File: src/rtl/core/sbfc_ram.sv
// ----------------------------------------------------------------------------
// sbfc_ram
// generic simple dual-port ram, one write and one registered read per cycle
// ----------------------------------------------------------------------------
module sbfc_ram #(
  parameter int WIDTH = 32,
  parameter int DEPTH = 93
) (
  input  logic                                   clk,
  input  logic                                   we,
  input  logic [(DEPTH > 1 ? $clog2(DEPTH) : 1)-1:0] waddr,
  input  logic [WIDTH-1:0]                       wdata,
  input  logic                                   re,
  input  logic [(DEPTH > 1 ? $clog2(DEPTH) : 1)-1:0] raddr,
  output logic [WIDTH-1:0]                       rdata
);

  logic [WIDTH-1:0] mem [DEPTH];

  always_ff @(posedge clk) begin
    if (we) begin
      mem[waddr] <= wdata;
    end
    if (re) begin
      rdata <= mem[raddr];
    end
  end

endmodule

File: config.mk
export PLATFORM = sky130hd
export DESIGN_NAME = sbfc_ram
export DESIGN_NICKNAME = d
export VERILOG_FILES = /design/src/rtl/core/sbfc_ram.sv
export SDC_FILE = /design/constraint.sdc
export NUM_CORES = 2
export LEC_CHECK = 0
export ABC_AREA = 0
export BUFFER_PORTS_ARGS = -buffer_cell sky130_fd_sc_hd__buf_4
export CAP_MARGIN = 20
export CORE_ASPECT_RATIO = 0.75
export CORE_MARGIN = 2
export CORE_UTILIZATION = 45
export CTS_BUF_LIST = sky130_fd_sc_hd__clkbuf_4 sky130_fd_sc_hd__clkbuf_8
export DETAILED_ROUTE_END_ITERATION = 10
export GPL_TIMING_DRIVEN = 0
export SETUP_SLACK_MARGIN = 0.2
export SYNTH_ARGS = -nofsm -noshare
export SYNTH_HDL_FRONTEND = slang
export SYNTH_SLANG_ARGS = --single-unit
export TNS_END_PERCENT = 5
File: constraint.sdc
create_clock -name clk -period 6.6 [get_ports clk]
set_input_delay 0.33 -clock clk [delete_from_list [all_inputs] [get_ports clk]]
set_output_delay 0.33 -clock clk [all_outputs]
set_load 0.005 [all_outputs]
# Yosys cells after proc, flatten, opt, wreduce, memory -nomap -nowiden
# Memories as Yosys holds them, arrays and structs flattened. A register that Yosys moved wholly into a read port is not among the register bits.
# Cells that the tools add are included.
[classes] mux=2
[ops] operator="$mux W1" n=2
[totals] regBits=0 ram_bits=2976 inputBits=49 out_inout_bits=32 wordCells=3 n_memories=1
[memory_table] name="mem" depth=93 width=32 rd=1 rd_clocked_by_memory_dff=1 wr=1 line_no="18" text="logic [WIDTH-1:0] mem [DEPTH];"

# Depth between registers and ports, before layout
[logic_depth] word_depth=2 mapped_depth=11 depth_no_buf=5

# Worst setup path after synthesis
# OpenSTA, ideal clock, no wires.
[synth_timing] path_kind="input to register" from="input waddr[6] in the netlist's numbering" to="memory mem[89][0], enable pin" setup_time_ps=461 arrival_ps=3149 required_ps=6139 setup_slack_ps=2990 stages=4 path_buffers=0 cell_sequence="nor2b_1 -> nand4_1 -> or2_2 -> nor3_1"
[synth_lines] item="from (decl)" line_no="11" text="input logic [(DEPTH > 1 ? $clog2(DEPTH) : 1)-1:0] waddr,"
[synth_lines] item="to (decl)" line_no="18"
# Straight into the memory's write port.

==> flow_summary_export.csv <==
group,metric,value,unit
routing,wl_per_cell,43.1,um
setup_path,r2r_cells,5,
yosys,synth.avg_cell_area,23.2,um^2
setup_path,critPathKind,"input port to register",
routing,drc_errors,0,
yosys,synth_compound_area_share,2.03,%
place,place_ws,1200,ps
power,power_density,287,mW/mm^2
yosys,synth_seq_cells,3008,
setup_path,startpoint_type,"input port",
sta,finalSetupViolCount,0,
yosys,synth_top_cell_area_share,78.9,%
sta,fmax,0.210,GHz
sta,rsz0062_at_grt,"false",
status,status,"complete, no violations",
sta,worst_slew_pin_slew,1330,ps
floorplan,ios,81,
place,place.gp.congestion,0.919,
floorplan,fp.dieW,587,um
clock_tree,clock_sinks,3008,
sta,fin_skew,77.3,ps
yosys,synth_cells,4944,
clock_tree,clockBufferDepth,4,
global_route,grt_antenna_before_repair,36,
sta,final.min_clock_period,4760,ps
clock_tree,clk_pin_slew,60,ps
sta,slew_viol_final,0,
finish,fin_util,52.7,%
routing,routed_wl,409000,um
yosys,synth_top_family_by_area,"multiplexers",
finish,syn2layout_area_growth,16.4,%
floorplan,core,0.253,mm^2
min_path,hold_path.class,"input port to register",
routing,drtIter0Drc,12800,
min_path,hold_path_end,"mem[91][30]",
yosys,async_reset_ff_share,0,%
routing,ant_nets,0,
yosys,yosys.area_share.simple,1.54,%
clock_tree,cts_root_buf,"clkbuf_8",
global_route,first_global_vias,59000,
clock_tree,insertion_delay,1090,ps
finish,fin_area,0.133,mm^2
routing,vias,63400,
sta,fin_setup_tns,0,ps
global_route,track_usage,31.2,%
floorplan,die-area,0.259,mm^2
clock_tree,numCtsBuffers,448,
sta,relSlewSlack,8.72,%
min_path,min_from,"waddr[4]",
finish,num-nets-final,5780,
floorplan,rows,160,
place,port_buffers,77,
yosys,synthMuxAreaShare,16.3,%
finish,drive_gt1_share,33.2,%
yosys,yosysTopAreaCell,"edfxtp_1",
global_route,grt_max_degree,94,
place,placed_area,0.124,mm^2
yosys,yosys.area_share.adder,0,%
power,ir_drop,189,uV
setup_path,rr_endpoint,"rdata[13]",
routing,vias_per_cell,6.67,
flow_run,drv_cap,0,
min_path,hold_depth,4,
clock_tree,cts.htree.levels,5,
yosys,yosys_warnings,0,
yosys,synth_cell_types,52,
floorplan,die_y,441,um
setup_path,r2r_start,"mem[12][13]",
setup_path,required,7370,ps
routing,firstDrtPassIters,7,
floorplan,initial_core_util,45.2,%
setup_path,regToRegSetupSlack,3090,ps
global_route,grt-ovfl-total,0,
finish,fillCellCount,19400,
yosys,synth_ff_type,"edfxtp_1",
sta,layout_setup_ws,1840,ps
clock_tree,cts_tree,"yes",
sta,hold_violations,0,
yosys,synth_xor_area_share,0,%
yosys,ys_seq_area_share,78.9,%
yosys,synth_fp_nets,4993,
sta,period_share,72.2,%
setup_path,crit_fanout,10,
power,p_leak,0.0418,uW
setup_path,cp-end-kind,"register",
place,dp_hpwl,275000,um
setup_path,worstPathArrival,5530,ps
yosys,synth-edff-count,3008,
yosys,synthTopCellsByArea,"edfxtp_1 79%, mux4_2 15%, mux2i_1 1.3%",
global_route,grt_pass1_wl,534000,um
yosys,syn_area,0.115,mm^2
[report_power, final]
group,internal (uW),switching [uW],leakage (uW)
clock,7400,7300,0.00443
combinational,747,1670,0.0103
sequential,21100,30.1,0.0271
[synth_stat cells, types with 7 or more instances]
cell type  instances
or3_1              7
nand2_1          138
buf_1             19
nand3_1           39
nor3_1             7
a211oi_1          36
buf_2             60
edfxtp_1        3008
mux2i_1          145
o221ai_1           7
o22ai_1           95
a221oi_1          18
o211ai_1          14
a31oi_1           27
a22oi_1           50
nor2b_1           27
mux2_2            38
o21ai_0           40
mux4_2           748
nor2_1           137
buf_6             10
a21oi_1           21
buf_4             69
clkbuf_1         105
nand2b_1          10
or4_1              7
[metrics by stage]
| stage | hold slack [ps] | instances | total power, uW |
|---|---|---|---|
| 5_1_grt | 121 | 9467 | 39100 |
| 3_3_place_gp | 735 | 8423 | 23700 |
| 6_report | 117 | 9493 | 38300 |
| 2_1_floorplan | 429 | 4944 | 22500 |
| 4_1_cts | 26.3 | 9435 | 38200 |
| 3_5_place_dp | 734 | 8618 | 23800 |
[per-layer routing]
| layer | share of wire, % | track usage [%] | up-vias | wire, um |
|---|---|---|---|---|
| met5 | 0.18 | 0.110 | - | 751 |
| met4 | 4.7 | 12.5 | 32 | 19400 |
| met3 | 17 | 14.0 | 1106 | 70600 |
| met2 | 41 | 42.4 | 5783 | 166000 |
| met1 | 37 | 43.9 | 33600 | 152000 |
| li1 | - | - | 22800 | - |
[cell type report]
cell class	count	area, um^2	area share (%)
well taps	3402	4260	3.19
clock buffers	596	7310	5.48
plain buffers	263	1420	1.06
inverters	4	15.0	0.0113
flip-flops and latches	3008	90300	67.7
diodes	29	72.6	0.0544
clock inverters	185	1000	0.752
repair buffers	337	5460	4.09
multi-input cells	1669	23500	17.6
[critical path, stage by stage]
cell and delay, ps:
buf_2 160, buf_2 270, nor2_1 760, clkbuf_1 860
clkbuf_1 850, a22oi_1 410, a31oi_1 960, o21ai_0 500
o211ai_1 380
[registers in the layout, indices dropped and copies added, names as in the netlist]
register,flops
mem,2976
rdata,32
[cell usage in the layout, fill, tap and decap left out, types with 18 or more instances in the layout]
| master | n |
|---|---|
| edfxtp_1 | 3008 |
| mux4_2 | 748 |
| clkbuf_8 | 454 |
| buf_4 | 151 |
| mux2i_1 | 145 |
| clkbuf_4 | 143 |
| nand2_1 | 138 |
| clkinv_1 | 113 |
| buf_12 | 109 |
| o22ai_1 | 95 |
| clkbuf_1 | 94 |
| nor2_4 | 90 |
| buf_2 | 69 |
| buf_16 | 59 |
| clkinv_2 | 54 |
| a22oi_1 | 50 |
| nor2_1 | 46 |
| o21ai_0 | 40 |
| nand3_1 | 39 |
| dlygate4sd3_1 | 39 |
| mux2_2 | 38 |
| a211oi_1 | 36 |
| buf_8 | 32 |
| diode_2 | 29 |
| a31oi_1 | 27 |
| nor2b_1 | 26 |
| a21oi_1 | 21 |
| buf_6 | 20 |
| a221oi_1 | 18 |
[cell families (layout without fill, tap and decap cells)]
| kind of cell | count (synthesis) | after routing |
|---|---|---|
| buf+inv | 267 | 1385 |
| simple gates | 397 | 397 |
| other cells | 0 | 29 |
| compound gates | 341 | 341 |
| mux | 931 | 931 |
| flops | 3008 | 3008 |
[timing repair]
action,4_1_cts,5_1_grt
hold endpoints to repair,1317,67
buffers inserted,0,0
hold buffers,36,3
gates resized for setup,0,0
[how the worst max path moves through the flow]
stage / endpoint / from / cells after the start / slack [ps]
6_report: rdata[12] / raddr[2] / 9 / 1840
3_5_place_dp: rdata[9] / raddr[2] / 9 / 1200
3_3_place_gp: mem[89][12] / waddr[6] / 5 / -1770
2_1_floorplan: mem[89][0] / waddr[6] / 4 / 2990
4_1_cts: rdata[9] / raddr[2] / 9 / 2300
5_1_grt: rdata[12] / raddr[2] / 9 / 2160
(Power assumes the default switching activity.)
