===== config.mk =====
export PLATFORM = sky130hd
export DESIGN_NAME = sbfc_lane
export DESIGN_NICKNAME = d
export VERILOG_FILES = /design/src/rtl/core/sbfc_pkg.sv /design/src/rtl/core/sbfc_lane.sv
export SDC_FILE = /design/constraint.sdc
export NUM_CORES = 1
export LEC_CHECK = 0
export ABC_AREA = 1
export BUFFER_PORTS_ARGS = -buffer_cell sky130_fd_sc_hd__buf_2
export CORE_ASPECT_RATIO = 1.25
export CORE_MARGIN = 1
export CORE_UTILIZATION = 55
export DETAILED_ROUTE_END_ITERATION = 12
export PLACE_DENSITY = 0.91
export REMOVE_ABC_BUFFERS = 1
export SLEW_MARGIN = 40
export SYNTH_ARGS = -nofsm -noshare
export SYNTH_HDL_FRONTEND = slang
export SYNTH_SLANG_ARGS = --single-unit

===== constraint.sdc =====
create_clock -name vclk -period 7.82
set_input_delay 1.564 -clock vclk [all_inputs]
set_output_delay 1.564 -clock vclk [all_outputs]
set_load 0.005 [all_outputs]

===== src/rtl/core/sbfc_pkg.sv =====
// ----------------------------------------------------------------------------
// sbfc_pkg
// shared types and codes of the sound buffer frame capture block
// ----------------------------------------------------------------------------
package sbfc_pkg;

  // access kinds on the input side
  localparam logic [1:0] KIND_READ  = 2'd0;
  localparam logic [1:0] KIND_WRITE = 2'd1;

  // result kinds on the output side
  localparam logic [1:0] RESP_ACCESS = 2'd0;
  localparam logic [1:0] RESP_GROUP  = 2'd1;
  localparam logic [1:0] RESP_SILENT = 2'd2;

  localparam logic [7:0]  SAMPLE_MASK     = 8'h7f;
  localparam logic [7:0]  FILL_BYTE       = 8'h80;
  localparam logic [31:0] FILL_WORD       = {4{FILL_BYTE}};
  localparam logic [1:0]  COUNTDOWN_RESET = 2'd2;

  // one bus access
  typedef struct packed {
    logic [1:0]  kind;
    logic [23:0] addr;
    logic [2:0]  length;
    logic [31:0] write_data;
  } req_t;

  // write-back of the two word banks
  typedef struct packed {
    logic        even_we;
    logic        odd_we;
    logic [31:0] even_wdata;
    logic [31:0] odd_wdata;
  } wr_t;

endpackage


===== src/rtl/core/sbfc_lane.sv =====
// ----------------------------------------------------------------------------
// sbfc_lane
// access check, bank row selection and big-endian byte merge of one access
// ----------------------------------------------------------------------------
module sbfc_lane #(
  parameter int BUFFER_BYTES = 740,
  parameter int ROWS         = 93,
  parameter int AW           = 7
) (
  input  sbfc_pkg::req_t   req,
  input  logic [31:0]      even_rdata,
  input  logic [31:0]      odd_rdata,
  output logic             ok,
  output logic [AW-1:0]    row_even,
  output logic [AW-1:0]    row_odd,
  output logic [31:0]      rd_data,
  output sbfc_pkg::wr_t    wr
);

  logic [AW-1:0] base;
  logic [AW:0]   base1;
  logic          hi_ok;
  logic [63:0]   pair;
  logic [63:0]   shifted;
  logic [63:0]   wd_al;
  logic [63:0]   mask;
  logic [63:0]   newp;
  logic [4:0]    sh;
  logic [4:0]    lsh;
  logic [1:0]    nlen;
  logic          is_wr;

  always_comb begin
    ok = (req.kind == sbfc_pkg::KIND_READ || req.kind == sbfc_pkg::KIND_WRITE) &&
         req.length >= 3'd1 && req.length <= 3'd4 &&
         ({1'b0, req.addr} + 25'(req.length)) <= 25'(BUFFER_BYTES);
    is_wr = ok && req.kind == sbfc_pkg::KIND_WRITE;

    // word w lives in bank w[0], row w >> 1
    base     = req.addr[AW+2:3];
    base1    = {1'b0, base} + (AW+1)'(1);
    hi_ok    = base1 < (AW+1)'(ROWS);
    row_odd  = base;
    row_even = req.addr[2] ? (hi_ok ? base1[AW-1:0] : '0) : base;

    pair = req.addr[2] ? {odd_rdata, even_rdata} : {even_rdata, odd_rdata};

    nlen = 2'(3'd4 - req.length);
    sh   = {req.addr[1:0], 3'b000};
    lsh  = {nlen, 3'b000};

    shifted = pair << sh;
    rd_data = shifted[63:32] >> lsh;

    wd_al = {req.write_data << lsh, 32'h0} >> sh;
    mask  = {32'hffff_ffff << lsh, 32'h0} >> sh;
    newp  = (pair & ~mask) | (wd_al & mask);

    if (req.addr[2]) begin
      wr.odd_wdata  = newp[63:32];
      wr.odd_we     = is_wr && (|mask[63:32]);
      wr.even_wdata = newp[31:0];
      wr.even_we    = is_wr && (|mask[31:0]);
    end else begin
      wr.even_wdata = newp[63:32];
      wr.even_we    = is_wr && (|mask[63:32]);
      wr.odd_wdata  = newp[31:0];
      wr.odd_we     = is_wr && (|mask[31:0]);
    end
  end

endmodule


# ---- Word-level counts from Yosys, hierarchy flattened
# Index checks and enable logic that the tools add are counted.
dict set report word_totals {
  inputBits 125
  regBits 0
  out_inout_bits 113
  word_cells 32
}
dict set report classes {
  n_mux 4
  eq_ne 1
  shift 6
  bitwise 4
  n_reduce_logical 10
  n_addsub 3
  magnitude_cmp 4
}
# operator count
set op_table {}
lappend op_table {{AND 64 bit} 2}
lappend op_table {{right shift 64 x 5 -> 64 bit} 2}
lappend op_table {{2-to-1 mux 66 bit} 1}
lappend op_table {{2-to-1 mux 64 bit} 1}
lappend op_table {{inverter 64 bit} 1}
lappend op_table {{bitwise OR 64 bit} 1}
lappend op_table {{OR reduction 32 bit} 2}
lappend op_table {{left shift 64 x 5 -> 64 bit} 1}
lappend op_table {{left shift 32 x 5 -> 32 bit} 1}
lappend op_table {{left shift 32 x 5 -> 32 bit (first input constant)} 1}
lappend op_table {{right shift 32 x 5 -> 32 bit} 1}
lappend op_table {{adder 24 x 3 -> 25 bit} 1}
lappend op_table {{<= comparator 25 x 10 -> 1 bit (second input constant)} 1}
lappend op_table {{2-to-1 mux 7 bit} 2}
lappend op_table {{adder 7 x 1 -> 8 bit (second input constant)} 1}
lappend op_table {{< comparator 8 x 7 -> 1 bit (second input constant)} 1}
lappend op_table {{logical AND 1 bit} 6}
lappend op_table {{greater-or-equal comparator 3 x 1 -> 1 bit (second input constant)} 1}
lappend op_table {{<= comparator 3 bit (second input constant)} 1}
lappend op_table {{== test 2 x 1 -> 1 bit (second input constant)} 1}
lappend op_table {{zero test 2 bit} 1}
lappend op_table {{subtractor 1 x 2 -> 2 bit (first input constant)} 1}
lappend op_table {{logical OR 1 bit} 1}

# ---- Longest topological paths before layout
# Gate-level depths: netlist of run 1.
dict set report depth {
  depth_word 8
  mapped_depth 18
  depth_no_buf 15
}

# ---- Worst setup path after synthesis of run 1
# Ideal clock, no wire load.
dict set report synth_timing {
  kind {input-to-output}
  startpoint {input req[32] in the netlist's numbering}
  endpoint {output wr[25] in the netlist's numbering}
  cell_stages 15
  n_path_buf 6
  required_time_ns 6.256
  path_slack_ns 2.560
  t_arrival_ns 3.696
  cell_sequence {buf_6 inv_6 buf_4 buf_2 buf_2 ha_1 buf_4 nor2_1 inv_2 o21ai_1 inv_2 o21ai_4 buf_4 o21ai_1 o21ai_1}
}
# item line_no
set synth_rtl {}
lappend synth_rtl {{from (decl)} sbfc_lane.sv:10} ;# input sbfc_pkg::req_t req,
lappend synth_rtl {{to (decl)} sbfc_lane.sv:17} ;# output sbfc_pkg::wr_t wr

==> results of run 1 <==
-- cells in the mapped netlist (all sizes together), types with 2 or more instances --
| cell type | number | area [um2] |
|---|---|---|
| nand2 | 434 | 1650 |
| o21ai | 212 | 1080 |
| inv | 104 | 398 |
| nor2 | 101 | 427 |
| buf | 55 | 374 |
| nand3 | 45 | 248 |
| o211ai | 32 | 240 |
| a21oi | 30 | 165 |
| clkbuf | 26 | 97.6 |
| o22ai | 20 | 125 |
| mux2i | 19 | 190 |
| ha | 8 | 100 |
| nand4 | 8 | 56.3 |
| or2 | 7 | 43.8 |
| o21bai | 5 | 37.5 |
| o221ai | 4 | 35.0 |
| a22oi | 3 | 22.5 |
| and2 | 3 | 20.0 |
| nor3 | 3 | 15.0 |
| o21a | 3 | 22.5 |
| o311ai | 3 | 26.3 |
| xor2 | 3 | 26.3 |
| a22o | 2 | 17.5 |
| nand3b | 2 | 15.0 |
| nor4 | 2 | 12.5 |
-- final cells by class --
cell class                      instances  area, um2
Fill cell                            1010       3230
Tap cell                              126        158
Timing Repair Buffer                  245       1250
Multi-Input combinational cell        952       4620
Inverter                              104        400
-- where the power goes --
| group | switching, mW | total [mW] | leakage (nW) | internal [mW] |
|---|---|---|---|---|
| logic | 0.303 | 0.481 | 3.46 | 0.177 |
| registers | 0 | 0 | 0 | 0 |
| clock network | 0 | 0 | 0 | 0 |
-- kinds of logic (layout without fill, tap and decap cells) --
| logic type | Yosys count | count (layout) | synth area share (%) |
|---|---|---|---|
| XOR/XNOR | 3 | 3 | 0.479 |
| multiplexers | 19 | 19 | 3.47 |
| AND/OR/NAND/NOR | 605 | 605 | 45.3 |
| adder cells (fa/ha/maj) | 9 | 9 | 2.19 |
| buffers and inverters | 185 | 349 | 15.9 |
| AO/OA/AOI/OAI | 316 | 316 | 32.7 |
-- through the flow --
step	util (%)	power [mW]	instance area (um2)
final	66.5	0.481	6420
after global routing	66.5	0.530	6420
after CTS	66.5	0.470	6420
after detailed placement	66.5	0.468	6420
after global placement	66.5	0.460	6420
after floorplan	-	0.273	5010
-- metal layers --
metal  vias to the layer above  part of all wire [%]  routed length, um
met2                       546                    47               9580
met3                       101                    10               2090
met4                         0                   5.1               1040
met5                         -                     0                  0
li1                       4071                     -                  -
met1                      3600                    37               7530
-- worst max path at each step --
stage                        from      to  slack, ns  cells after the start
after floorplan           req[32]  wr[39]       2.52                     11
after global routing      req[35]  wr[25]       1.23                     10
final                     req[35]  wr[13]       1.40                     10
after CTS                 req[35]  wr[25]       1.89                     10
after global placement    req[35]  wr[45]       2.00                     10
after detailed placement  req[35]  wr[25]       1.89                     10
-- worst max-delay path: cells and delay by family --
family | cells | cell delay, ns
AOI/OAI and AO/OA | 3 | 0.42
buffers and inverters | 5 | 1.71
and+or+nand+nor | 2 | 1.11
==> impl_results.md, run 1 <==
* Remaining DRCs at 0
* Port Buffers at 238
* Share of layout cells above drive strength 1 at 22.4%
* Detail Route Antenna Nets at 0
* Setup TNS at 0 ns
* Final WL at 20200 um
* Critical path class: in -> out
* Met3 Usage GRT at 5.20%
* Synth Cell Area at 5480 um2
* Hold_sp: req[43]
* Most frequent cells in the layout: nand2_1, buf_2, o21ai_0
* # clk buffers at 0
* Seq Cell Count at 0
* Worst Hold Path EP: row_odd[5]
* Worst path slowest cell: nand2_1
* Nets@finish at 1437
* First-pass GRT wire length at 32100 um
* CP Max Fanout at 52
* Met1 Use GR at 42.7%
* Data arrival, critical path at 4.85 ns
* Critical-path cell list: buf_2, clkinv_2, nand2_1, inv_2, nor2_4, inv_2, o211ai_1, o21ai_1, o21ai_0, buf_2
* Dpl hpwl at 15300 um
* Static leakage at 3.46 nW
* Cell Rows at 40
* Gr usage total at 36.7%
* Mean post-synth cell area at 4.82 um2
* Area Growth Syn to Fin at 17.2%
* Worst-margin pin slew at 0.807 ns
* Number of max-cap violations at 0
* Final worst path period need at 6.42 ns
* Worst setup margin at 1.40 ns
* Max stage delay on crit path at 0.83 ns
* Min-Delay Path Class: in -> out
* Critical Path Source Type: input pin
* Antenna diode count at 0
* Total number of vias at 8318
* Busiest grt layer: met2
* Postcts setup bufs at 0
* Fin cells at 1427
* Power Dens Cells at 74.8 nW/um2
* Ys Warns at 0
* Post-DR vias/cell at 5.83
* Min-Delay Path Depth at 2
* Fmax achieved at 156 MHz
* Die height at 114 um
* Die X at 91.3 um
* Distinct cells, synth at 48
* GPL Wtd Cong at 0.965
* Endpoints failing hold at 0
* Peak supply drop at 0.0279 mV
* # setup viols final at 0
* Sequential share of the synthesized area at 0%
* DP Cell Count at 1427
* RSZ-0062 raised after global routing: no
* FF+latch area at 0 um2
* Hold_buf cts at 0
* Slew HR at 46.1%
* Core Area at 9660 um2
* Slew Viols, Final at 0
* Die area at 10400 um2
* DRT iter0 DRCs at 826
* M2 GR Usage at 66.0%
* Run status: finished, final reports clean
* Vias in the first global route at 7094
* Crit path required time at 6.26 ns
* Tcrit/Tclk final at 82.1%
* Commonest non-fill, non-tap cell in the layout: nand2_1
* Drt wl/cell at 14.2 um
* IO Count at 238
* Pre-CTS setup slack at 1.89 ns
* Pin count of the biggest net entering global routing at 97
* Initial antenna violation count at 0
* Cells after Synth at 1137
* Total grt overflow at 0
* Hold_ws at 3.38 ns
* Post-CTS sizing at 0
* CP endpoint kind: output port
* Initial core utilization at 56.8%
* First drt pass iteration count at 6
Note: power is estimated with default switching activity, not from simulation.
==> run 2: changes to the inputs <==
Settings changed: ABC_AREA 1 to 0, CORE_UTILIZATION 55 to 46, PLACE_DENSITY 0.91 to 0.81.
Clock period 7.82 ns to 5.5 ns, I/O delays scaled along.
==> run 2 against run 1 <==
Effect of this change: utilization decreased by 9.1 points; wire length increased by 4.6%; highest routed layer unchanged; combinational power up 56%; die area grew 19%; sequential share of layout area did not move; power grew 56%; synthesized cell count shrank 30%; count of clock-buffer cells in the layout did not move; critical path depth grew 1.
==> impl_results.md, run 2 <==
* Critical Path Source Type: input pin
* Crit path required time at 4.40 ns
* FF+latch area at 0 um2
* Worst-margin pin slew at 0.832 ns
* Commonest non-fill, non-tap cell in the layout: buf_2
* Cell Rows at 44
* Die X at 99.6 um
* Sw Share at 56.2%
* Fmax achieved at 204 MHz
* Total grt overflow at 0
* CP Max Fanout at 31
* Slew HR at 44.6%
* First-pass GRT wire length at 32300 um
* Final WL at 21200 um
* Peak supply drop at 0.0559 mV
* Combinational Power Share at 100.0%
* RSZ-0062 raised after global routing: no
* Largest cells by area after synthesis: mux2i_1, mux2_2, mux4_2
* Hold_buf cts at 0
* Total number of vias at 7144
* Static leakage at 3.23 nW
* Initial antenna violation count at 0
* Seq pwr share at 0%
* Nets@finish at 1108
* Remaining DRCs at 0
* Area Growth Syn to Fin at 21.8%
* DRT iter0 DRCs at 581
* Seq Cell Count at 0
* Yosys top cell by area: mux2i_1
* Core Area at 11600 um2
* # setup viols final at 0
* Setup TNS at 0 ns
* Hold_sp: req[40]
* Share of layout cells above drive strength 1 at 33.3%
* Number of max-cap violations at 0
* Fillers at 1104
* Net Switching at 0.422 mW
* Design Power at 0.751 mW
* Hold_ws at 2.47 ns
* Clk pwr share at 0%
* Final worst path period need at 4.90 ns
* Post-DR vias/cell at 6.31
* Most frequent cells in the layout: buf_2, mux2i_1, nand2_1
* Fin cells at 1133
* Initial core utilization at 47.1%
* Min-Delay Path Depth at 2
* Pre-CTS setup slack at 0.587 ns
* Data arrival, critical path at 3.80 ns
* Die area at 12300 um2
* Die height at 124 um
* Postcts setup bufs at 0
* Power Dens Cells at 113 nW/um2
* Synth top area share at 24.7%
* Slew Viols, Final at 0
* Vias in the first global route at 6437
* Worst Hold Path EP: row_odd[2]
* Mean post-synth cell area at 6.86 um2
* Sequential share of the synthesized area at 0%
* Worst setup margin at 0.603 ns
* Antenna diode count at 0
* Gr usage total at 32.7%
* Synth cell count leaders: mux2i_1, nand2_1, nor2_1, a21oi_1, o21ai_0
* Drt wl/cell at 18.7 um
* Dpl hpwl at 15800 um
* Run status: finished, final reports clean
* DP Cell Count at 1133
* Critical path class: in -> out
* Pin count of the biggest net entering global routing at 118
* Ys Warns at 0
* First drt pass iteration count at 5
* Most frequent cell after synthesis: mux2i_1
* Port Buffers at 238
* CP endpoint kind: output port
* IO Count at 238
* Endpoints failing hold at 0
* Min-Delay Path Class: in -> out
* # clk buffers at 0
* Pint at 0.329 mW
* GPL Wtd Cong at 0.926
* Distinct cells, synth at 64
* Tcrit/Tclk final at 89.0%
* Synth Cell Area at 5480 um2
* Post-CTS sizing at 0
* Detail Route Antenna Nets at 0
* Cells after Synth at 798
run 2: layout make-up:
cell class / instances / area, um2 / area share (%)
Multi-Input combinational cell: 701 / 5080 / 76.2
Timing Repair Buffer: 253 / 1320 / 19.8
Tap cell: 161 / 201 / 3.02
Inverter: 18 / 67.6 / 1.01
run 2: worst max-delay path by stage:
stage	startpoint	to	slack (ns)	depth (start not counted)
2_1_floorplan	req[32]	wr[26]	-0.36	7
3_3_place_gp	req[33]	wr[62]	0.65	10
3_5_place_dp	req[33]	wr[62]	0.59	10
4_1_cts	req[33]	wr[62]	0.56	10
5_1_grt	req[33]	wr[64]	0.42	11
6_report	req[33]	wr[65]	0.60	11
run 2: critical path, stage by stage:
cell      delay, ns
buf_2          0.16
inv_1          0.12
ha_4           0.46
buf_4          0.38
nand2_1        0.08
o21ai_0        0.11
nand2b_1       0.69
nand3_1        0.24
o21ai_0        0.23
nor4_1         0.07
buf_2          0.13
run 2: kinds of logic after synthesis:
group / count (synthesis) / synth area share (%)
multiplexers: 191 / 39.5
AND/OR/NAND/NOR: 260 / 21.7
AO/OA/AOI/OAI: 231 / 27.2
buffers and inverters: 97 / 7.88
adder cells (fa/ha/maj): 10 / 2.38
XOR/XNOR: 9 / 1.44
run 2: per-layer routing:
| metal | up-vias | global-route usage [%] | part of all wire (%) |
|---|---|---|---|
| met2 | 429 | 58.9 | 48 |
| met1 | 3328 | 38.4 | 38 |
| met3 | 61 | 5.11 | 10 |
| met5 | - | 0 | 0 |
| met4 | 0 | 14.5 | 3.6 |
| li1 | 3326 | - | - |
run 2: power by group through the flow:
stage / logic, mW / clock network [mW] / registers (mW)
6_report: 0.751 / 0 / 0
3_3_place_gp: 0.723 / 0 / 0
4_1_cts: 0.736 / 0 / 0
2_1_floorplan: 0.419 / 0 / 0
3_5_place_dp: 0.733 / 0 / 0
5_1_grt: 0.817 / 0 / 0
run 2: metrics by stage:
step                      util (%)  instance area (um2)
after global routing          57.4                 6670
after floorplan                  -                 5110
final                         57.4                 6670
after detailed placement      57.3                 6650
after CTS                     57.3                 6650
after global placement        57.3                 6650
